$ cat config.mk
export PLATFORM = sky130hd
export DESIGN_NAME = direction_key_autorepeat_unit_flat
export DESIGN_NICKNAME = d
export VERILOG_FILES = /design/src/sv/dkar_pkg.sv /design/src/sv/dkar_ifs.sv /design/src/sv/dkar_cfg.sv /design/src/sv/dkar_engine.sv /design/src/sv/direction_key_autorepeat_unit.sv /design/src/flat_wrapper.sv
export SDC_FILE = /design/constraint.sdc
export NUM_CORES = 2
export LEC_CHECK = 0
export BUFFER_PORTS_ARGS = -buffer_cell sky130_fd_sc_hd__buf_2
export CAP_MARGIN = 30
export CORE_ASPECT_RATIO = 1.1
export CORE_MARGIN = 2
export CORE_UTILIZATION = 65
export CTS_CLUSTER_SIZE = 40
export DETAILED_ROUTE_END_ITERATION = 10
export GPL_ROUTABILITY_DRIVEN = 0
export GPL_TIMING_DRIVEN = 0
export PLACE_DENSITY = 0.8
export SETUP_SLACK_MARGIN = 0.15
export SLEW_MARGIN = 20
export SYNTH_ARGS = -nofsm -noshare
export SYNTH_HDL_FRONTEND = slang
export SYNTH_HIERARCHICAL = 1
export SYNTH_SLANG_ARGS = --single-unit
$ cat constraint.sdc
create_clock -name clk -period 39.6 [get_ports clk]
set_clock_uncertainty 0.2 [all_clocks]
set_input_delay 1.98 -clock clk [delete_from_list [all_inputs] [get_ports clk]]
set_output_delay 1.98 -clock clk [all_outputs]
set_load 0.03 [all_outputs]
$ cat src/sv/dkar_pkg.sv
// ----------------------------------------------------------------------------
// dkar_pkg
// Shared types and constants for the direction key auto-repeat unit.
// ----------------------------------------------------------------------------
package dkar_pkg;

    localparam int CFG_INDEX_BITS = 1;
    localparam int CFG_DATA_BITS  = 16;
    localparam int STAMP_BITS     = 32;

    localparam logic [CFG_INDEX_BITS-1:0] REG_REPEAT_DELAY    = 1'd0;
    localparam logic [CFG_INDEX_BITS-1:0] REG_REPEAT_INTERVAL = 1'd1;

    localparam logic [CFG_DATA_BITS-1:0] REPEAT_DELAY_RESET    = 16'd180;
    localparam logic [CFG_DATA_BITS-1:0] REPEAT_INTERVAL_RESET = 16'd80;

    localparam logic CMD_FRAME   = 1'b0;
    localparam logic CMD_BLOCKED = 1'b1;

    localparam logic MOVE_PRESS  = 1'b0;
    localparam logic MOVE_REPEAT = 1'b1;

    // current direction: 0..3 selects a key, DIR_NONE means nothing selected
    localparam logic [2:0] DIR_NONE = 3'd4;

    // press handling order within one frame: up, left, down, right
    localparam logic [1:0] SCAN_ORDER [4] = '{2'd0, 2'd2, 2'd1, 2'd3};

    typedef struct packed {
        logic                  command;
        logic [3:0]            dir_keys_held;
        logic                  enter_held;
        logic [STAMP_BITS-1:0] time_ms;
        logic [1:0]            blocked_dir;
    } item_t;

    typedef struct packed {
        logic       move_valid;
        logic       move_kind;
        logic [1:0] move_dir;
        logic       enter_pulse;
        logic       enter_release_edge;
        logic [3:0] dir_press_edges;
        logic [3:0] dir_release_edges;
    } result_t;

    typedef struct packed {
        logic [CFG_DATA_BITS-1:0] repeat_delay_ms;
        logic [CFG_DATA_BITS-1:0] repeat_interval_ms;
    } cfg_t;

endpackage

$ cat src/sv/dkar_ifs.sv
// ----------------------------------------------------------------------------
// dkar channel interfaces
// Valid/ready channels for frame samples, results and register writes.
// ----------------------------------------------------------------------------
interface dkar_sample_if;
    logic                            valid;
    logic                            ready;
    logic                            command;
    logic [3:0]                      dir_keys_held;
    logic                            enter_held;
    logic [dkar_pkg::STAMP_BITS-1:0] time_ms;
    logic [1:0]                      blocked_dir;

    modport source (output valid, command, dir_keys_held, enter_held, time_ms,
                    blocked_dir, input ready);
    modport sink (input valid, command, dir_keys_held, enter_held, time_ms,
                  blocked_dir, output ready);
endinterface

interface dkar_result_if;
    logic       valid;
    logic       ready;
    logic       move_valid;
    logic       move_kind;
    logic [1:0] move_dir;
    logic       enter_pulse;
    logic       enter_release_edge;
    logic [3:0] dir_press_edges;
    logic [3:0] dir_release_edges;

    modport source (output valid, move_valid, move_kind, move_dir, enter_pulse,
                    enter_release_edge, dir_press_edges, dir_release_edges,
                    input ready);
    modport sink (input valid, move_valid, move_kind, move_dir, enter_pulse,
                  enter_release_edge, dir_press_edges, dir_release_edges,
                  output ready);
endinterface

interface dkar_cfg_if;
    logic                                valid;
    logic                                ready;
    logic [dkar_pkg::CFG_INDEX_BITS-1:0] index;
    logic [dkar_pkg::CFG_DATA_BITS-1:0]  data;

    modport source (output valid, index, data, input ready);
    modport sink (input valid, index, data, output ready);
endinterface

$ cat src/sv/dkar_cfg.sv
// ----------------------------------------------------------------------------
// dkar_cfg
// Repeat delay and repeat interval registers behind the write channel.
// ----------------------------------------------------------------------------
module dkar_cfg
(
    input  logic             clk,
    input  logic             rst_n,
    dkar_cfg_if.sink         cfg,
    output dkar_pkg::cfg_t   settings
);

    logic [dkar_pkg::CFG_DATA_BITS-1:0] delay_reg;
    logic [dkar_pkg::CFG_DATA_BITS-1:0] interval_reg;

    assign cfg.ready = 1'b1;

    always_ff @(posedge clk or negedge rst_n)
    begin
        if (!rst_n)
        begin
            delay_reg    <= dkar_pkg::REPEAT_DELAY_RESET;
            interval_reg <= dkar_pkg::REPEAT_INTERVAL_RESET;
        end
        else if (cfg.valid)
        begin
            if (cfg.index == dkar_pkg::REG_REPEAT_DELAY)
            begin
                delay_reg <= cfg.data;
            end
            if (cfg.index == dkar_pkg::REG_REPEAT_INTERVAL)
            begin
                interval_reg <= cfg.data;
            end
        end
    end

    assign settings.repeat_delay_ms    = delay_reg;
    assign settings.repeat_interval_ms = interval_reg;

endmodule

$ cat src/sv/dkar_engine.sv
// ----------------------------------------------------------------------------
// dkar_engine
// Key tracking state and the single-pass frame logic that updates it.
// ----------------------------------------------------------------------------
module dkar_engine
#(
    parameter int TIME_BITS = 32
)
(
    input  logic              clk,
    input  logic              rst_n,
    input  logic              fire,
    input  dkar_pkg::item_t   item,
    input  dkar_pkg::cfg_t    settings,
    output dkar_pkg::result_t result
);

    localparam int CMP_BITS = (TIME_BITS > dkar_pkg::CFG_DATA_BITS) ?
                              TIME_BITS : dkar_pkg::CFG_DATA_BITS;

    logic [3:0]           held_prev_reg;
    logic [TIME_BITS-1:0] press_time_reg [4];
    logic [TIME_BITS-1:0] last_rep_reg [4];
    logic [3:0]           blocked_reg;
    logic [2:0]           cur_dir_reg;
    logic                 enter_prev_reg;
    logic                 enter_armed_reg;

    logic [TIME_BITS-1:0] press_time_next [4];
    logic [TIME_BITS-1:0] last_rep_next [4];
    logic [3:0]           blocked_next;
    logic [2:0]           cur_dir_next;
    logic                 enter_armed_next;
    dkar_pkg::result_t    frame_res;

    always_comb
    begin
        logic [TIME_BITS-1:0] now;
        logic [3:0]           held;
        logic [3:0]           pe;
        logic [3:0]           re;
        logic [TIME_BITS-1:0] age_p [4];
        logic [TIME_BITS-1:0] age_l [4];
        logic [2:0]           cur;
        logic [2:0]           best;
        logic [TIME_BITS-1:0] best_age;
        logic [1:0]           d;

        now  = TIME_BITS'(item.time_ms);
        held = item.dir_keys_held;
        pe   = held & ~held_prev_reg;
        re   = ~held & held_prev_reg;

        for (int k = 0; k < 4; k++)
        begin
            press_time_next[k] = pe[k] ? now : press_time_reg[k];
            last_rep_next[k]   = pe[k] ? now : last_rep_reg[k];
            age_p[k]           = now - press_time_next[k];
            age_l[k]           = now - last_rep_next[k];
        end
        blocked_next = blocked_reg & ~(pe | re);

        // presses select, releases deselect only the selected key
        cur = cur_dir_reg;
        for (int i = 0; i < 4; i++)
        begin
            if (pe[dkar_pkg::SCAN_ORDER[i]])
            begin
                cur = {1'b0, dkar_pkg::SCAN_ORDER[i]};
            end
            else if (re[dkar_pkg::SCAN_ORDER[i]] &&
                     cur == {1'b0, dkar_pkg::SCAN_ORDER[i]})
            begin
                cur = dkar_pkg::DIR_NONE;
            end
        end

        // fallback: youngest held key, lowest number on a tie
        best     = dkar_pkg::DIR_NONE;
        best_age = '0;
        for (int k = 0; k < 4; k++)
        begin
            if (held[k] && (best == dkar_pkg::DIR_NONE || age_p[k] < best_age))
            begin
                best     = 3'(k);
                best_age = age_p[k];
            end
        end
        if (cur == dkar_pkg::DIR_NONE)
        begin
            cur = best;
        end

        frame_res                    = '0;
        frame_res.dir_press_edges    = pe;
        frame_res.dir_release_edges  = re;
        frame_res.enter_pulse        = item.enter_held && !enter_prev_reg &&
                                       enter_armed_reg;
        frame_res.enter_release_edge = !item.enter_held && enter_prev_reg;
        enter_armed_next             = enter_armed_reg;
        if (frame_res.enter_pulse)
        begin
            enter_armed_next = 1'b0;
        end
        if (frame_res.enter_release_edge)
        begin
            enter_armed_next = 1'b1;
        end

        d = cur[1:0];
        if (cur != dkar_pkg::DIR_NONE)
        begin
            if (!held[d])
            begin
                cur = dkar_pkg::DIR_NONE;
            end
            else if (!blocked_next[d])
            begin
                if (pe[d])
                begin
                    frame_res.move_valid = 1'b1;
                    frame_res.move_kind  = dkar_pkg::MOVE_PRESS;
                    frame_res.move_dir   = d;
                end
                else if (CMP_BITS'(age_p[d]) >= CMP_BITS'(settings.repeat_delay_ms) &&
                         CMP_BITS'(age_l[d]) >= CMP_BITS'(settings.repeat_interval_ms))
                begin
                    last_rep_next[d]     = now;
                    frame_res.move_valid = 1'b1;
                    frame_res.move_kind  = dkar_pkg::MOVE_REPEAT;
                    frame_res.move_dir   = d;
                end
            end
        end
        cur_dir_next = cur;
    end

    // a blocked note gives an all-zero result
    assign result = (item.command == dkar_pkg::CMD_BLOCKED) ? '0 : frame_res;

    always_ff @(posedge clk or negedge rst_n)
    begin
        if (!rst_n)
        begin
            held_prev_reg   <= '0;
            blocked_reg     <= '0;
            cur_dir_reg     <= dkar_pkg::DIR_NONE;
            enter_prev_reg  <= 1'b0;
            enter_armed_reg <= 1'b1;
            for (int k = 0; k < 4; k++)
            begin
                press_time_reg[k] <= '0;
                last_rep_reg[k]   <= '0;
            end
        end
        else if (fire)
        begin
            if (item.command == dkar_pkg::CMD_BLOCKED)
            begin
                blocked_reg <= blocked_reg | (4'b0001 << item.blocked_dir);
            end
            else
            begin
                held_prev_reg   <= item.dir_keys_held;
                blocked_reg     <= blocked_next;
                cur_dir_reg     <= cur_dir_next;
                enter_prev_reg  <= item.enter_held;
                enter_armed_reg <= enter_armed_next;
                for (int k = 0; k < 4; k++)
                begin
                    press_time_reg[k] <= press_time_next[k];
                    last_rep_reg[k]   <= last_rep_next[k];
                end
            end
        end
    end

endmodule

$ cat src/sv/direction_key_autorepeat_unit.sv
// path: an accepted item is registered in item_reg, and its result is registered in res_reg
// when the item advances, that is when the result register is free or being emptied
// throughput: one item per cycle; a result stall holds the sample channel in the same cycle
// reset: rst_n clears key tracking state and restores delay 180 ms, interval 80 ms
// ----------------------------------------------------------------------------
// direction_key_autorepeat_unit
// Direction key edge detection, selection and typematic repeat with enter pulse.
// ----------------------------------------------------------------------------
module direction_key_autorepeat_unit
#(
    parameter int TIME_BITS = 32
)
(
    input  logic          clk,
    input  logic          rst_n,
    dkar_sample_if.sink   sample,
    dkar_result_if.source result,
    dkar_cfg_if.sink      cfg
);

    dkar_pkg::item_t   item_reg;
    logic              item_valid_reg;
    dkar_pkg::result_t res_reg;
    logic              res_valid_reg;

    dkar_pkg::cfg_t    settings;
    dkar_pkg::result_t step_res;
    logic              advance;

    dkar_cfg u_cfg
    (
        .clk      (clk),
        .rst_n    (rst_n),
        .cfg      (cfg),
        .settings (settings)
    );

    dkar_engine #(.TIME_BITS(TIME_BITS)) u_engine
    (
        .clk      (clk),
        .rst_n    (rst_n),
        .fire     (advance),
        .item     (item_reg),
        .settings (settings),
        .result   (step_res)
    );

    // item moves on when the result register is free or being emptied
    assign advance      = item_valid_reg && (!res_valid_reg || result.ready);
    assign sample.ready = !item_valid_reg || advance;

    always_ff @(posedge clk or negedge rst_n)
    begin
        if (!rst_n)
        begin
            item_valid_reg <= 1'b0;
            res_valid_reg  <= 1'b0;
        end
        else
        begin
            if (sample.ready)
            begin
                item_valid_reg <= sample.valid;
            end
            if (advance)
            begin
                res_valid_reg <= 1'b1;
            end
            else if (result.ready)
            begin
                res_valid_reg <= 1'b0;
            end
        end
    end

    always_ff @(posedge clk)
    begin
        if (sample.valid && sample.ready)
        begin
            item_reg.command       <= sample.command;
            item_reg.dir_keys_held <= sample.dir_keys_held;
            item_reg.enter_held    <= sample.enter_held;
            item_reg.time_ms       <= sample.time_ms;
            item_reg.blocked_dir   <= sample.blocked_dir;
        end
        if (advance)
        begin
            res_reg <= step_res;
        end
    end

    assign result.valid              = res_valid_reg;
    assign result.move_valid         = res_reg.move_valid;
    assign result.move_kind          = res_reg.move_kind;
    assign result.move_dir           = res_reg.move_dir;
    assign result.enter_pulse        = res_reg.enter_pulse;
    assign result.enter_release_edge = res_reg.enter_release_edge;
    assign result.dir_press_edges    = res_reg.dir_press_edges;
    assign result.dir_release_edges  = res_reg.dir_release_edges;

`ifndef SYNTHESIS
    a_advance_fills: assert property (@(posedge clk) disable iff (!rst_n)
        advance |=> res_valid_reg)
        else $error("result register not loaded after advance");

    a_no_move_zero: assert property (@(posedge clk) disable iff (!rst_n)
        (result.valid && !result.move_valid) |->
        (result.move_kind == dkar_pkg::MOVE_PRESS && result.move_dir == 2'd0))
        else $error("idle move carries kind or direction");

    a_edges_disjoint: assert property (@(posedge clk) disable iff (!rst_n)
        result.valid |-> ((result.dir_press_edges & result.dir_release_edges) == 4'd0))
        else $error("key pressed and released in the same item");

    a_enter_exclusive: assert property (@(posedge clk) disable iff (!rst_n)
        result.valid |-> !(result.enter_pulse && result.enter_release_edge))
        else $error("enter pulse and release edge together");

    a_held_result: assert property (@(posedge clk) disable iff (!rst_n)
        (res_valid_reg && !result.ready && !advance) |=> $stable(res_reg))
        else $error("waiting result changed");
`endif

endmodule

$ cat src/flat_wrapper.sv
// flat-port wrapper written by rule: the top's interface ports become plain ports
module direction_key_autorepeat_unit_flat 
#(
    parameter int TIME_BITS = 32
)
  (clk, rst_n, sample_valid, sample_command, sample_dir_keys_held, sample_enter_held, sample_time_ms, sample_blocked_dir, sample_ready, result_valid, result_move_valid, result_move_kind, result_move_dir, result_enter_pulse, result_enter_release_edge, result_dir_press_edges, result_dir_release_edges, result_ready, cfg_valid, cfg_index, cfg_data, cfg_ready);
  dkar_sample_if sample_i ();
  dkar_result_if result_i ();
  dkar_cfg_if cfg_i ();
  input  logic clk;
  input  logic rst_n;
  input wire logic [$bits(sample_i.valid)-1:0] sample_valid;
  input wire logic [$bits(sample_i.command)-1:0] sample_command;
  input wire logic [$bits(sample_i.dir_keys_held)-1:0] sample_dir_keys_held;
  input wire logic [$bits(sample_i.enter_held)-1:0] sample_enter_held;
  input wire logic [$bits(sample_i.time_ms)-1:0] sample_time_ms;
  input wire logic [$bits(sample_i.blocked_dir)-1:0] sample_blocked_dir;
  output wire logic [$bits(sample_i.ready)-1:0] sample_ready;
  output wire logic [$bits(result_i.valid)-1:0] result_valid;
  output wire logic [$bits(result_i.move_valid)-1:0] result_move_valid;
  output wire logic [$bits(result_i.move_kind)-1:0] result_move_kind;
  output wire logic [$bits(result_i.move_dir)-1:0] result_move_dir;
  output wire logic [$bits(result_i.enter_pulse)-1:0] result_enter_pulse;
  output wire logic [$bits(result_i.enter_release_edge)-1:0] result_enter_release_edge;
  output wire logic [$bits(result_i.dir_press_edges)-1:0] result_dir_press_edges;
  output wire logic [$bits(result_i.dir_release_edges)-1:0] result_dir_release_edges;
  input wire logic [$bits(result_i.ready)-1:0] result_ready;
  input wire logic [$bits(cfg_i.valid)-1:0] cfg_valid;
  input wire logic [$bits(cfg_i.index)-1:0] cfg_index;
  input wire logic [$bits(cfg_i.data)-1:0] cfg_data;
  output wire logic [$bits(cfg_i.ready)-1:0] cfg_ready;
  assign sample_i.valid = sample_valid;
  assign sample_i.command = sample_command;
  assign sample_i.dir_keys_held = sample_dir_keys_held;
  assign sample_i.enter_held = sample_enter_held;
  assign sample_i.time_ms = sample_time_ms;
  assign sample_i.blocked_dir = sample_blocked_dir;
  assign sample_ready = sample_i.ready;
  assign result_valid = result_i.valid;
  assign result_move_valid = result_i.move_valid;
  assign result_move_kind = result_i.move_kind;
  assign result_move_dir = result_i.move_dir;
  assign result_enter_pulse = result_i.enter_pulse;
  assign result_enter_release_edge = result_i.enter_release_edge;
  assign result_dir_press_edges = result_i.dir_press_edges;
  assign result_dir_release_edges = result_i.dir_release_edges;
  assign result_i.ready = result_ready;
  assign cfg_i.valid = cfg_valid;
  assign cfg_i.index = cfg_index;
  assign cfg_i.data = cfg_data;
  assign cfg_ready = cfg_i.ready;
  direction_key_autorepeat_unit #(.TIME_BITS(TIME_BITS)) u_core (.clk(clk), .rst_n(rst_n), .sample(sample_i), .result(result_i), .cfg(cfg_i));
endmodule
## Word-level counts from Yosys, hierarchy flattened

Cells that the tools add are included.

| storage, ports and cells | value |
|---|---|
| flip-flop bits (word level) | 357 |
| input bits | 62 |
| output and inout bits | 17 |
| logic and storage cells | 152 |

| operators by class | value |
|---|---|
| $add $sub $neg | 8 |
| order comparisons | 8 |
| equal/unequal tests | 8 |
| shift-type cells | 1 |
| mux-type cells | 53 |
| bitwise logic cells | 13 |
| reductions and logical operators | 32 |

Operators by type and width:

| operator | number |
|---|---|
| $mux W128 | 5 |
| $mux W32 | 16 |
| $sub A32 B32 Y32 | 8 |
| $bmux W32 S2 | 2 |
| $bwmux W128 | 1 |
| $lt A32 B32 Y1 | 3 |
| $demux W32 S2 | 1 |
| $ge A32 B16 Y1 | 2 |
| $mux W3 | 15 |
| $logic_and A1 B1 Y1 | 14 |
| $and A4 B4 Y4 | 3 |
| $eq A3 B3 Y1 const B | 4 |
| $mux W4 | 3 |
| $not A4 Y4 | 3 |
| $or A4 B4 Y4 | 2 |
| $mux W1 | 7 |
| $bmux W1 S2 | 3 |
| $eq A3 B2 Y1 const B | 2 |
| $reduce_and A2 Y1 | 3 |
| $logic_or A1 B1 Y1 | 5 |
| $reduce_or A5 Y1 | 1 |
| $logic_not A1 Y1 | 4 |
| $not A1 Y1 | 4 |
| $reduce_bool A2 Y1 | 2 |
| other kinds (10) | 10 |

## Depth between registers and ports, before layout

| logic depth | value |
|---|---|
| depth in word-level cells | 30 |
| gate-level depth with buffers | 75 |
| mapped depth without buffers | 63 |

## Hierarchy

Netlist, hierarchy kept.

Modules (own cells, without submodules):

| module | instances | cells an instance | area each (um^2) |
|---|---|---|---|
| dkar_engine | 1 | 4,164 | 32,632.5 |
| direction_key_autorepeat_unit | 1 | 62 | 1,725.4 |
| dkar_cfg | 1 | 71 | 1,271.2 |

## Least setup slack after synthesis

OpenSTA, ideal clock, no wires.

| path | value |
|---|---|
| path kind | reg2reg |
| from | register u_core.u_engine.held_prev_reg[0] |
| to | register u_core/u_engine/last_rep_reg[118] in the netlist's numbering |
| setup time | 0.125 ns |
| arrival | 15.063 ns |
| required time | 39.275 ns |
| path slack | 24.212 ns |
| stages on the path, launching flop included | 71 |
| buffers on the path | 12 |
| clock period less this slack | 15.388 ns |
| cells stage by stage | dfrtp_1 -> inv_1 -> ha_1 -> buf_2 -> buf_1 -> clkbuf_1 -> clkbuf_1 -> nand2_1 -> o21ai_0 -> ha_1 -> inv_1 -> ha_1 -> or4_1 -> a311o_1 -> nand4b_1 -> and2_1 -> nor2_1 -> o21ai_0 -> [35 not listed] -> buf_1 -> mux2i_1 -> a21oi_1 -> ha_1 -> nand2b_1 -> a2111oi_0 -> o21bai_1 -> a311o_1 -> a21o_1 -> a21o_1 -> or4_1 -> a2111oi_0 -> or3_1 -> buf_2 -> a2111o_1 -> a21oi_4 -> buf_6 -> mux2_4 |

RTL lines:

| item | RTL line | source |
|---|---|---|
| start, declared | dkar_engine.sv:21 | `logic [3:0] held_prev_reg;` |
| start signal, assigned | dkar_engine.sv:164 | `held_prev_reg <= item.dir_keys_held;` |
| end signal, assigned by index | dkar_engine.sv:172 | `last_rep_reg[k] <= last_rep_next[k];` |
| end, declared | dkar_engine.sv:23 | `logic [TIME_BITS-1:0] last_rep_reg [4];` |

## Final worst setup path

| path | value |
|---|---|
| from | register u_core/item_reg[35] in the netlist's numbering |
| to | register u_core/u_engine/last_rep_reg[59] in the netlist's numbering |

| between the ends | value |
|---|---|
| word-level cells in the longest chain between the ends | 30 |
| elaborated cells on any way between the ends | 74 |

Ends and longest elaborated chain:

| item | RTL line | source |
|---|---|---|
| start, declared | direction_key_autorepeat_unit.sv:21 | `dkar_pkg::item_t item_reg;` |
| parallel branches: the longest is 29 deep, another holds $sub A32 B32 Y32 | -- |  |
| $mux W128 (*) | dkar_engine.sv:111 | `if (cur != dkar_pkg::DIR_NONE)` |

Every way passes the cells marked *. The select of a mux whose other input is x is not followed.
A chain may end at the register's enable or synchronous reset.

==> impl_metrics.csv <==
group,metric,value,unit
logic_synthesis,seq_area_frac_synth,25.9,%
critical_path,crit_arrival,23.16,ns
critical_path,worst_setup_path_start_kind,"flip-flop",
pwr,p_per_area,85.6,nW/um^2
final_layout,nets,4872,
logic_synthesis,yosysWarningCount,6,
critical_path,cpMostUsedCell,"clkbuf_1",
pwr,peakVddDrop,0.0518,mV
timing,final-max-slew-violation-count,0,
timing,hold_viol,0,
final_layout,finalCoreUtilization,70.9,%
logic_synthesis,yosys_most_used_dff,"dfrtp_1",
floorplanning,rows,90,
timing,holdWs,0.279,ns
global_route,antenna_found_initial,0,
detailed_routing,first_pass_iters,7,
detailed_routing,drt_iter0_markers,5117,
clocking,ctsHtreeMaxLevel,2,
critical_path,cpMaxStageDelayCell,"clkbuf_1",
timing,fin_crit,22.83,ns
final_layout,multiInputGateArea,24900,um^2
timing,setup_viol_count_final,0,
detailed_routing,drtAntennaViolNets,0,
place,post-place-ws,18.29,ns
critical_path,required,39.93,ns
critical_path,max_stage_delay,0.86,ns
min_path,hp-class,"flip-flop to flip-flop",
clocking,cts_buffer_depth,3,
clocking,cts_resized,0,
detailed_routing,drc,0,
critical_path,crit_type,"flip-flop to flip-flop",
place,hpwl,97400,um
final_layout,seq_area,9210,um^2
logic_synthesis,synth.largest_area_cell,"dfrtp_1",
timing,max-slew-margin-rel,25.0,%
logic_synthesis,avgSynthCellArea,8.29,um^2
floorplanning,core_area,54500,um^2
clocking,cts_tree,"built",
logic_synthesis,yosys-top-cells-area,"dfrtp_1 21%, ha_1 13%, a21oi_1 6.2%",
final_layout,drive_above_1_share,7.08,%
final_layout,fillers,4537,
critical_path,startpoint,"u_core/item_reg[35]",
pwr,p_leak,16.7,nW
global_route,grt_first_pass_wirelength,191000,um
final_layout,area_growth_syn_to_layout,8.47,%
timing,rsz0062_at_grt,"no",
logic_synthesis,synth_edf_count,54,
clocking,clock_sinks,357,
place,io_buffers,77,
logic_synthesis,netlist.area_leader.share,20.7,%
detailed_routing,wire_per_inst,24.5,um
global_route,globalRoute.totalOverflow,0,
floorplanning,initial_core_util,65.4,%
logic_synthesis,synth_cell_types,98,
min_path,holdCritStartpoint,"u_core/u_engine/press_time_reg[16]",
timing,max_slew.worst_pin.slew,1.12,ns
clocking,clockRootBuffer,"clkbuf_16",
floorplanning,ioPinCount,79,
clocking,cts_inserted_buffers,42,
critical_path,endpoint_kind,"flip-flop",
run,maxCapViolCount,0,
logic_synthesis,async_flop_share,84.9,%
timing,fin_ws,16.77,ns
status,status,"finished, final reports clean",
logic_synthesis,ys_seq_elements,357,
detailed_routing,drt_wl_total,127000,um
clocking,clk_latency,0.62,ns
detailed_routing,via_per_inst,6.93,
timing,fin_setup_tns,0,ns
logic_synthesis,synth_nets,4741,
critical_path,worstReg2RegStart,"u_core/item_reg[35]",
global_route,grt_max_degree,94,
logic_synthesis,syn_area,35600,um^2
floorplanning,dieArea,56700,um^2
clocking,cts_setup_buffers,0,
timing,max_freq,0.0438,GHz
detailed_routing,vias,36058,
floorplanning,chipWidth,227,um
global_route,track_usage,43.9,%
timing,layout_worst_path_cycle_share,57.7,%
clocking,clk_transition_reported_paths,0.06,ns
logic_synthesis,synthCells,4297,
critical_path,path_max_fanout,10,
global_route,grt_pass1_vias,33090,
floorplanning,die_h,250,um
clocking,cts_hold_buf,0,
[critical path: cells and delay by family, from the launching register on]
family	cells	cell delay [ns]
adder cells (fa/ha/maj)	6	1.72
AND/OR/NAND/NOR	16	3.59
AO/OA/AOI/OAI	29	9.39
buffers and inverters	14	7.11
multiplexers	1	0.23
flip-flops	1	0.46
[per-layer routing]
| metal | vias up | track usage [%] | part of all wire [%] |
|---|---|---|---|
| met3 | 585 | 12.4 | 13 |
| met2 | 2505 | 61.0 | 40 |
| met5 | - | 0 | 0 |
| met1 | 16763 | 58.2 | 38 |
| met4 | 0 | 31.3 | 8.5 |
| li1 | 16205 | - | - |
[synth_stat cells, drive strengths merged, types with 95 or more instances]
cell type  number
a21oi         445
ha            376
o21ai         367
nand2         315
dfrtp         295
nor2          285
mux2i         202
clkbuf        179
nand3         176
inv           153
and3          125
xnor2         115
mux2          111
nor2b         103
a21o           95
[per-stage QoR]
step | power [W] | instances | area [um^2]
after CTS | 0.00318 | 5194 | 38600
after global placement | 0.00268 | 5110 | 36900
after global routing | 0.00350 | 5198 | 38600
after detailed placement | 0.00274 | 5116 | 37100
final | 0.00331 | 5201 | 38600
after floorplan | 0.00211 | 4297 | 35600
[cell usage in the layout, fill, tap and decap left out, types with 54 or more instances in the layout]
master / count
nand3_1: 176
edfxtp_1: 54
a211oi_1: 55
dfrtp_1: 295
nand2b_1: 60
nor2_1: 284
inv_1: 153
nor3_1: 64
ha_1: 376
clkbuf_1: 184
nand2_1: 313
o21a_1: 73
o21ai_0: 365
nor2b_1: 102
xnor2_1: 115
xor2_1: 59
mux2i_1: 202
and3_1: 125
a21oi_1: 444
buf_2: 81
a21o_1: 95
mux2_2: 61
[layout make-up]
type                            count  share of cell area, %
Buffer                            222                   2.48
Clock buffer                       55                   3.06
Sequential cell                   357                   23.8
Inverter                          154                   1.50
Timing Repair Buffer               87                   1.48
Clock inverter                     23                  0.838
Tap cell                          736                   2.38
Antenna cell                        3                 0.0194
Multi-Input combinational cell   3564                   64.4
[where the power goes]
| group | internal (W) | switching [W] | total (W) |
|---|---|---|---|
| Combinational | 0.000850 | 0.00148 | 0.00233 |
| Clock | 0.000257 | 0.000175 | 0.000432 |
| Sequential | 0.000476 | 0.0000701 | 0.000547 |
| Total | 0.00158 | 0.00172 | 0.00331 |
[final timing paths]
path / cells past startpoint / end / slack, ns
max: 66 / u_core/u_engine/last_rep_reg[59] / 16.77
min: 2 / u_core/u_engine/press_time_reg[16] / 0.28
max reg2reg: 66 / u_core/u_engine/last_rep_reg[59] / 16.77
min reg2reg: 2 / u_core/u_engine/press_time_reg[16] / 0.28
max in group asynchronous: 3 / u_core/u_engine/last_rep_reg[57] / 36.80
min in group asynchronous: 1 / u_core/u_engine/press_time_reg[7] / 1.15
[cell families after synthesis]
logic type	Yosys count	synth area share, %
other	1	0.0105
XOR/XNOR	174	4.28
adder cells (fa/ha/maj)	383	13.6
multiplexers	313	9.38
AO/OA/AOI/OAI	1363	23.9
AND/OR/NAND/NOR	1330	18.7
flip-flops	357	25.9
buffers and inverters	376	4.31
Power figures use the tool's default switching activity.
